## src/rtl/wrrb_pkg.sv

```systemverilog
// Shared types and constants for the weighted ring replay buffer.
// No dependencies; used by wrrb_ctrl, wrrb_dpath and the top level.
package wrrb_pkg;

	localparam int CAPACITY_DEF = 1024;

	localparam int FUNC_W   = 3;
	localparam int WEIGHT_W = 32;
	localparam int CNT_W    = 11;
	localparam int ID_W     = 10;
	localparam int STS_W    = 2;
	localparam int OCC_W    = 11;
	localparam int SUM_W    = 48;

	// shift of the fixed-point reciprocal used for index mod CAPACITY
	localparam int RCP_SH = 20;

	typedef enum logic [FUNC_W-1:0] {
		FN_APPEND = 3'd0,
		FN_POP    = 3'd1,
		FN_UPDATE = 3'd2,
		FN_READ   = 3'd3,
		FN_MARK   = 3'd4,
		FN_CLEAR  = 3'd5
	} func_t;

	typedef enum logic [STS_W-1:0] {
		STS_OK       = 2'd0,
		STS_FULL     = 2'd1,
		STS_POP_OVER = 2'd2,
		STS_EVICTED  = 2'd3
	} status_t;

	typedef enum logic [2:0] {
		S_INIT,
		S_IDLE,
		S_ADDR,
		S_PCHK,
		S_POP,
		S_CLR,
		S_FIN
	} state_t;

	// controller -> datapath
	typedef struct packed {
		logic load_in;
		logic clr_start;
		logic clr_step;
		logic rd_issue;
		logic pop_check;
		logic pop_step;
		logic finish;
	} cmd_t;

	// datapath -> controller
	typedef struct packed {
		logic pop_over;
		logic rem_zero;
		logic pop_pend;
		logic clr_last;
	} sts_t;

endpackage

```

## src/rtl/wrrb_ctrl.sv

```systemverilog
// Sequencer for the weighted ring replay buffer: state machine and result valid.
// Depends on wrrb_pkg (state, command and status types, function codes).
module wrrb_ctrl (
	input  logic                        clk,
	input  logic                        arst_n,
	input  logic                        in_valid,
	output logic                        in_ready,
	input  logic [wrrb_pkg::FUNC_W-1:0] func,
	output logic                        out_valid,
	input  logic                        out_ready,
	input  wrrb_pkg::sts_t              sts,
	output wrrb_pkg::cmd_t              cmd
);

	wrrb_pkg::state_t state_q, state_d;
	logic             out_valid_q;
	logic             out_free;

	assign out_free  = !out_valid_q || out_ready;
	assign out_valid = out_valid_q;

	always_ff @(posedge clk or negedge arst_n) begin
		if (!arst_n) begin
			state_q <= wrrb_pkg::S_INIT;
		end else begin
			state_q <= state_d;
		end
	end

	always_comb begin
		state_d  = state_q;
		cmd      = '0;
		in_ready = 1'b0;
		unique case (state_q)
			wrrb_pkg::S_INIT: begin
				cmd.clr_step = 1'b1;
				if (sts.clr_last) begin
					state_d = wrrb_pkg::S_IDLE;
				end
			end
			wrrb_pkg::S_IDLE: begin
				in_ready = 1'b1;
				if (in_valid) begin
					cmd.load_in = 1'b1;
					unique case (func) inside
						wrrb_pkg::FN_POP: begin
							state_d = wrrb_pkg::S_PCHK;
						end
						wrrb_pkg::FN_UPDATE, wrrb_pkg::FN_READ, wrrb_pkg::FN_MARK: begin
							state_d = wrrb_pkg::S_ADDR;
						end
						wrrb_pkg::FN_CLEAR: begin
							cmd.clr_start = 1'b1;
							state_d       = wrrb_pkg::S_CLR;
						end
						default: begin
							state_d = wrrb_pkg::S_FIN;
						end
					endcase
				end
			end
			wrrb_pkg::S_ADDR: begin
				cmd.rd_issue = 1'b1;
				state_d      = wrrb_pkg::S_FIN;
			end
			wrrb_pkg::S_PCHK: begin
				cmd.pop_check = 1'b1;
				state_d       = sts.pop_over ? wrrb_pkg::S_FIN : wrrb_pkg::S_POP;
			end
			wrrb_pkg::S_POP: begin
				if (!sts.rem_zero) begin
					cmd.pop_step = 1'b1;
				end else if (!sts.pop_pend) begin
					state_d = wrrb_pkg::S_FIN;
				end
			end
			wrrb_pkg::S_CLR: begin
				cmd.clr_step = 1'b1;
				if (sts.clr_last) begin
					state_d = wrrb_pkg::S_FIN;
				end
			end
			wrrb_pkg::S_FIN: begin
				if (out_free) begin
					cmd.finish = 1'b1;
					state_d    = wrrb_pkg::S_IDLE;
				end
			end
			default: begin
				state_d = wrrb_pkg::S_IDLE;
			end
		endcase
	end

	always_ff @(posedge clk or negedge arst_n) begin
		if (!arst_n) begin
			out_valid_q <= 1'b0;
		end else if (cmd.finish) begin
			out_valid_q <= 1'b1;
		end else if (out_ready) begin
			out_valid_q <= 1'b0;
		end
	end

	// a result never overwrites one that is still waiting
	a_finish_free: assert property (@(posedge clk) disable iff (!arst_n)
		cmd.finish |-> (!out_valid_q || out_ready))
		else $error("result loaded over a waiting result");

	a_step_count: assert property (@(posedge clk) disable iff (!arst_n)
		cmd.pop_step |-> !sts.rem_zero)
		else $error("pop step with nothing left to pop");

	a_idle_quiet: assert property (@(posedge clk) disable iff (!arst_n)
		in_ready |-> (sts.rem_zero && !sts.pop_pend))
		else $error("ready while a pop walk is in flight");

endmodule

```

## config.mk

```make
export PLATFORM = sky130hd
export DESIGN_NAME = wrrb_ctrl
export DESIGN_NICKNAME = d
export VERILOG_FILES = /design/src/rtl/wrrb_pkg.sv /design/src/rtl/wrrb_ctrl.sv
export SDC_FILE = /design/constraint.sdc
export NUM_CORES = 1
export LEC_CHECK = 0
export BUFFER_PORTS_ARGS = -buffer_cell sky130_fd_sc_hd__clkbuf_2
export CAP_MARGIN = 10
export CORE_AREA = 5 5 43 45
export CTS_CLUSTER_SIZE = 28
export DETAILED_ROUTE_END_ITERATION = 12
export DIE_AREA = 0 0 48 50
export SYNTH_ARGS = -nofsm -noshare
export SYNTH_HDL_FRONTEND = slang
export SYNTH_SLANG_ARGS = --single-unit
export TNS_END_PERCENT = 50
```

## constraint.sdc

```tcl
create_clock -name clk -period 2.7 [get_ports clk]
set_input_delay 0.675 -clock clk [delete_from_list [all_inputs] [get_ports clk]]
set_output_delay 0.675 -clock clk [all_outputs]
set_load 0.02 [all_outputs]
```

==> metrics, run 1 <==
CTS Buf Count=3; Die X-Extent=48 µm; cts repair resizes=0; final core occ=32.2%; Buffers & Inverters on Critical Path=1; total power=528 µW; grt ovf=0; status=finished clean; drt initial violations=4; Final period util=79.5%; clk_skew=0.000413 ns; fin. max-slew vios=0; IO Pins=20; Lkg Pwr=0.241 nW; Yosys top cell by area=dfrtp_1; RSZ-0062 raised after global routing=no; Area growth, synth to finish=35.5%; clk root buf=clkbuf_4; port bufs=19; Syn Nets=55; reg2reg path depth=4; Detail Route Antenna Nets=0; CTS sink cnt=4; setup slack after layout=0.554 ns; First-pass DRT Iterations=2; measured slew at the worst slew-check pin=0.437 ns; Setup Total Neg Slack=0 ns; fraction of layout cells with a size suffix above 1=43.8%; cts hold-fix bufs=0; synth unique cells=22; arrival time of the worst setup path=1.47 ns; crit path kind=register to output port; Core Region=0.00144 mm²; reg-to-reg critical path startpoint=state_q[0]; Mapped Avg Cell Area=7.76 µm²; peak supply drop=0.303 mV; setup bufs post-CTS=0; nets=77; final setup fails=0; reg2reg end=state_q[1]; fmax=0.466 GHz; Worst setup SP type=register; CP cell instances=nor2_2, and3_1, nor2b_1, clkbuf_2; GRT Total Usage=8.44%; post-DP HPWL=694 µm; Final Hold Viols=0; initial antenna violation count=0; Seq/Total Area, Yosys=29.3%; TritonCTS clock tree=done; Synth Warn #=0; CP max stage delay=0.53 ns; Die Y=50 µm; setup slack, reg-to-reg=1.31 ns; vias=370; CP endpoint kind=output port; Max Cap Viol=0; Clock transition at path regs=0.03 ns; Bufs on Longest Clock Path=2; Slowest cell on crit path=dfrtp_1; post-layout min period=2.15 ns; FP Rows=14; hold_ws=0.241 ns; vias in the first global route=386; Placed Cells=77; Initial Util=23.8%; relative slew slack=70.8%; Crit Path Max Fanout=12; Worst Setup SP=state_q[2]; Synth Cell Area=342 µm²; Fill cells=166; global placement routability congestion=0.742; dpl ws=0.713 ns; CP Data Required Time=2.03 ns; fraction of post-synthesis cell area in the top cell type by area=29.3%; H-tree depth=1; Residual DRC=0; final wirelength=863 µm; DR vias/cell=4.63; largest net degree at the start of global routing=13; design area=463 µm²; first-pass GRT wire length=1.50 mm; Seq cells post-synth=4; Hold Path Class=input pin to asynchronous set/reset pin; Area contributors post-synth=dfrtp_1 29%, nor3_1 7.3%, nor2b_1 5.5%, xor2_1 5.1%, a21oi_1 4.4%; Post-Layout Cell Count=80; n_diodes=0; total die area=0.00240 mm²; WL/cell=10.8 µm; Levels on crit path=4; crit-path leading delay family=simple AND/OR/NAND/NOR gates; Clock Latency Late Sink=0.23 ns; dpl cell area=440 µm²; Mapped Cells=44; pwr dens=1140 mW/mm²
cell families (layout without fill, tap and decap cells):
logic type	Yosys count	in the layout	synth area share, %
buffers and inverters	6	26	9.15
flip-flops	4	4	29.3
XOR/XNOR	2	2	5.13
AO/OA/AOI/OAI	10	10	24.5
AND/OR/NAND/NOR	22	22	31.9
flip-flops by register name, indices dropped and copies added, names as in the netlist:
name and cells:
state_q 3, out_valid 1
worst register-to-register path: stages, from the launching register on:
cell,delay (ns)
dfrtp_1,0.53
inv_1,0.17
nor3_1,0.30
a221oi_2,0.11
o31ai_2,0.19
placed cells by master (no fill, tap or decap), drive strengths merged, types with 2 or more instances in the layout:
cell | Yosys | final
nand3 | 2 | 2
a21oi | 3 | 3
xor2 | 2 | 2
nor3 | 5 | 5
and3 | 2 | 2
nor2b | 3 | 3
clkbuf | 0 | 22
nor2 | 5 | 5
inv | 4 | 4
dfrtp | 4 | 4
nand2 | 4 | 4
power by group:
part	total, mW	switching, mW	leakage (nW)	internal (mW)
Sequential	0.157	0.0671	0.0492	0.0895
Clock	0.0713	0.0218	0.0138	0.0495
Combinational	0.300	0.175	0.178	0.125
Yosys cell counts (all sizes together):
cell    number
and3         2
xor2         2
o31ai        1
o21ai        1
nand2        4
a221oi       1
or2          1
buf          2
nor2         5
nand3        2
inv          4
a21oi        3
a31oi        1
o22a         1
a211oi       1
nor2b        3
nor3         5
dfrtp        4
a22o         1
worst max path at each step:
stage / endpoint / slack (ns)
CTS: in_ready / 0.53
finish: cmd[5] / 0.55
floorplan: cmd[5] / 0.72
detailed placement: cmd[5] / 0.71
global placement: cmd[0] / 0.74
global route: in_ready / 0.43
layer usage:
layer | part of all wire, % | wire, µm | track usage (%)
met1 | 46 | 397 | 10.5
met2 | 46 | 401 | 13.0
met3 | 7.3 | 63 | 1.09
met4 | 0 | 0 | 5.38
met5 | 0 | 0 | 0
final cells by class:
class                   instances  area (µm²)  share of cell area [%]
multi-input cells              34         210                    45.4
flip-flops and latches          4         100                    21.6
clock buffers                   3        22.5                    4.86
inverters                       4        15.0                    3.24
repair buffers                 19        95.1                    20.5
well taps                      16        20.0                    4.32
(Power assumes the default switching activity.)
==> inputs of run 2 (changes only) <==
- clock period: 2.7 -> 2.2 ns (I/O delays scaled with it)
==> metrics, run 2 (same netlist as run 1, synthesis figures left out) <==
dpl ws=0.436 ns (was 0.713 ns); CP endpoint kind=output port (unchanged); Setup crit end=cmd[5] (unchanged); Setup Total Neg Slack=0 ns (unchanged); Residual DRC=0 (unchanged); Levels on crit path=4 (unchanged); TritonCTS clock tree=done (unchanged); GRT Total Usage=8.28% (was 8.44%); port bufs=19 (unchanged); WL/cell=10.6 µm (was 10.8 µm); arrival time of the worst setup path=1.46 ns (was 1.47 ns); dpl cell area=448 µm² (was 440 µm²); Post-Layout Cell Count=81 (was 80); pwr dens=1390 mW/mm² (was 1140 mW/mm²); post-layout min period=2.01 ns; crit path kind=register to output port (unchanged); reg2reg path depth=4 (unchanged); total power=653 µW (was 528 µW); DR vias/cell=4.46 (was 4.63); fmax=0.497 GHz; Die X-Extent=48 µm (unchanged); Slowest cell on crit path=dfrtp_1 (unchanged); CTS Buf Count=3 (unchanged); Hold Path Class=input pin to asynchronous set/reset pin (unchanged); CTS sink cnt=4 (unchanged); H-tree depth=1 (unchanged); largest reg by FF count=state_q (unchanged); clk_skew=0.00170 ns (was 0.000413 ns); reg-to-reg critical path startpoint=state_q[0] (unchanged); clk root buf=clkbuf_4 (unchanged); CP max stage delay=0.52 ns (was 0.53 ns); cts hold-fix bufs=0 (unchanged); First-pass DRT Iterations=2 (unchanged); cts repair resizes=0 (unchanged); first-pass GRT wire length=1.49 mm (was 1.50 mm); Detail Route Antenna Nets=0 (unchanged); Worst setup SP type=register (unchanged); Placed Cells=78 (was 77); n_diodes=0 (unchanged); status=finished clean (unchanged); peak supply drop=0.331 mV (was 0.303 mV); vias in the first global route=381 (was 386); fraction of layout cells with a size suffix above 1=44.6% (was 43.8%); Lkg Pwr=0.246 nW (was 0.241 nW); Final period util=91.4%; post-DP HPWL=732 µm (was 694 µm); setup bufs post-CTS=0 (unchanged); Clock transition at path regs=0.04 ns (was 0.03 ns); design area=470 µm² (was 463 µm²); Core Region=0.00144 mm² (unchanged); largest net degree at the start of global routing=13 (unchanged); initial antenna violation count=0 (unchanged); vias=361 (was 370); reg2reg end=state_q[1] (unchanged); relative slew slack=72.1% (was 70.8%); CP Data Required Time=1.65 ns (was 2.03 ns); setup slack after layout=0.189 ns (was 0.554 ns); most frequent cells in the layout=19 x clkbuf_2, 5 x nor3_1, 4 x nand2_1, 4 x nor2_1, 4 x dfrtp_1 (unchanged); commonest non-fill, non-tap cell in the layout=clkbuf_2 (unchanged); final wirelength=861 µm (was 863 µm); setup slack, reg-to-reg=0.85 ns (was 1.31 ns); Initial Util=23.8% (unchanged); CP cell instances=nor2_2, and3_1, nor2b_1, clkbuf_2 (unchanged); total die area=0.00240 mm² (unchanged); hold_ws=0.121 ns (was 0.241 ns); Max Cap Viol=0 (unchanged); max reg flops=3 (unchanged); final core occ=32.8% (was 32.2%); RSZ-0062 raised after global routing=no (unchanged); Area growth, synth to finish=37.7% (was 35.5%); drt initial violations=5 (was 4); Clock Latency Late Sink=0.23 ns (about the same); crit-path leading delay family=simple AND/OR/NAND/NOR gates (unchanged); Buffers & Inverters on Critical Path=1 (unchanged); global placement routability congestion=0.739 (was 0.742); measured slew at the worst slew-check pin=0.418 ns (was 0.437 ns); Crit Path Max Fanout=12 (unchanged); Final Hold Viols=0 (unchanged); grt ovf=0 (unchanged); Die Y=50 µm (unchanged); nets=78 (was 77); final setup fails=0 (unchanged); Bufs on Longest Clock Path=2 (unchanged); IO Pins=20 (unchanged); Worst Setup SP=state_q[2] (unchanged); fin. max-slew vios=0 (unchanged); FP Rows=14 (unchanged)
[run 2: cell types whose count changed in the layout (fill, tap and decap cells not counted)]
cell | before | now
buf_4 | 0 | 1
[run 2: power by group]
part	switching, mW	total, mW	internal (mW)	leakage (nW)
clock network	0.0265	0.0873	0.0608	0.0138
registers	0.0798	0.190	0.110	0.0492
logic	0.216	0.376	0.160	0.183
total	0.323	0.653	0.330	0.246
[run 2: worst min-delay path by stage]
| stage | from | end | slack (ns) | cells after the start |
|---|---|---|---|---|
| after floorplan | arst_n | out_valid | 0.25 | 0 |
| after global placement | arst_n | out_valid | 0.36 | 1 |
| after detailed placement | arst_n | out_valid | 0.36 | 1 |
| after CTS | arst_n | out_valid | 0.12 | 1 |
| after global routing | arst_n | out_valid | 0.12 | 1 |
| final | arst_n | out_valid | 0.12 | 1 |
[run 2: routing by layer]
layer  wire (µm)  up-vias  track usage [%]  part of all wire [%]
li1            -      196                -                     -
met4           0        0             4.04                     0
met2         393       12             12.6                    46
met3          51        0             1.09                   5.9
met1         416      153             11.0                    48
met5           0        -                0                     0
[run 2: worst reg2reg max path, stage by stage (launching register included)]
cell and delay, ns:
dfrtp_1 0.53, inv_1 0.17, nor3_1 0.27, a221oi_2 0.11, o31ai_2 0.18
[run 2: cell type report]
type	instances	area [µm²]
fillers	175	966
inverters	4	15.0
clock buffers	3	22.5
multi-input cells	34	210
well taps	16	20.0
flip-flops and latches	4	100
repair buffers	20	103
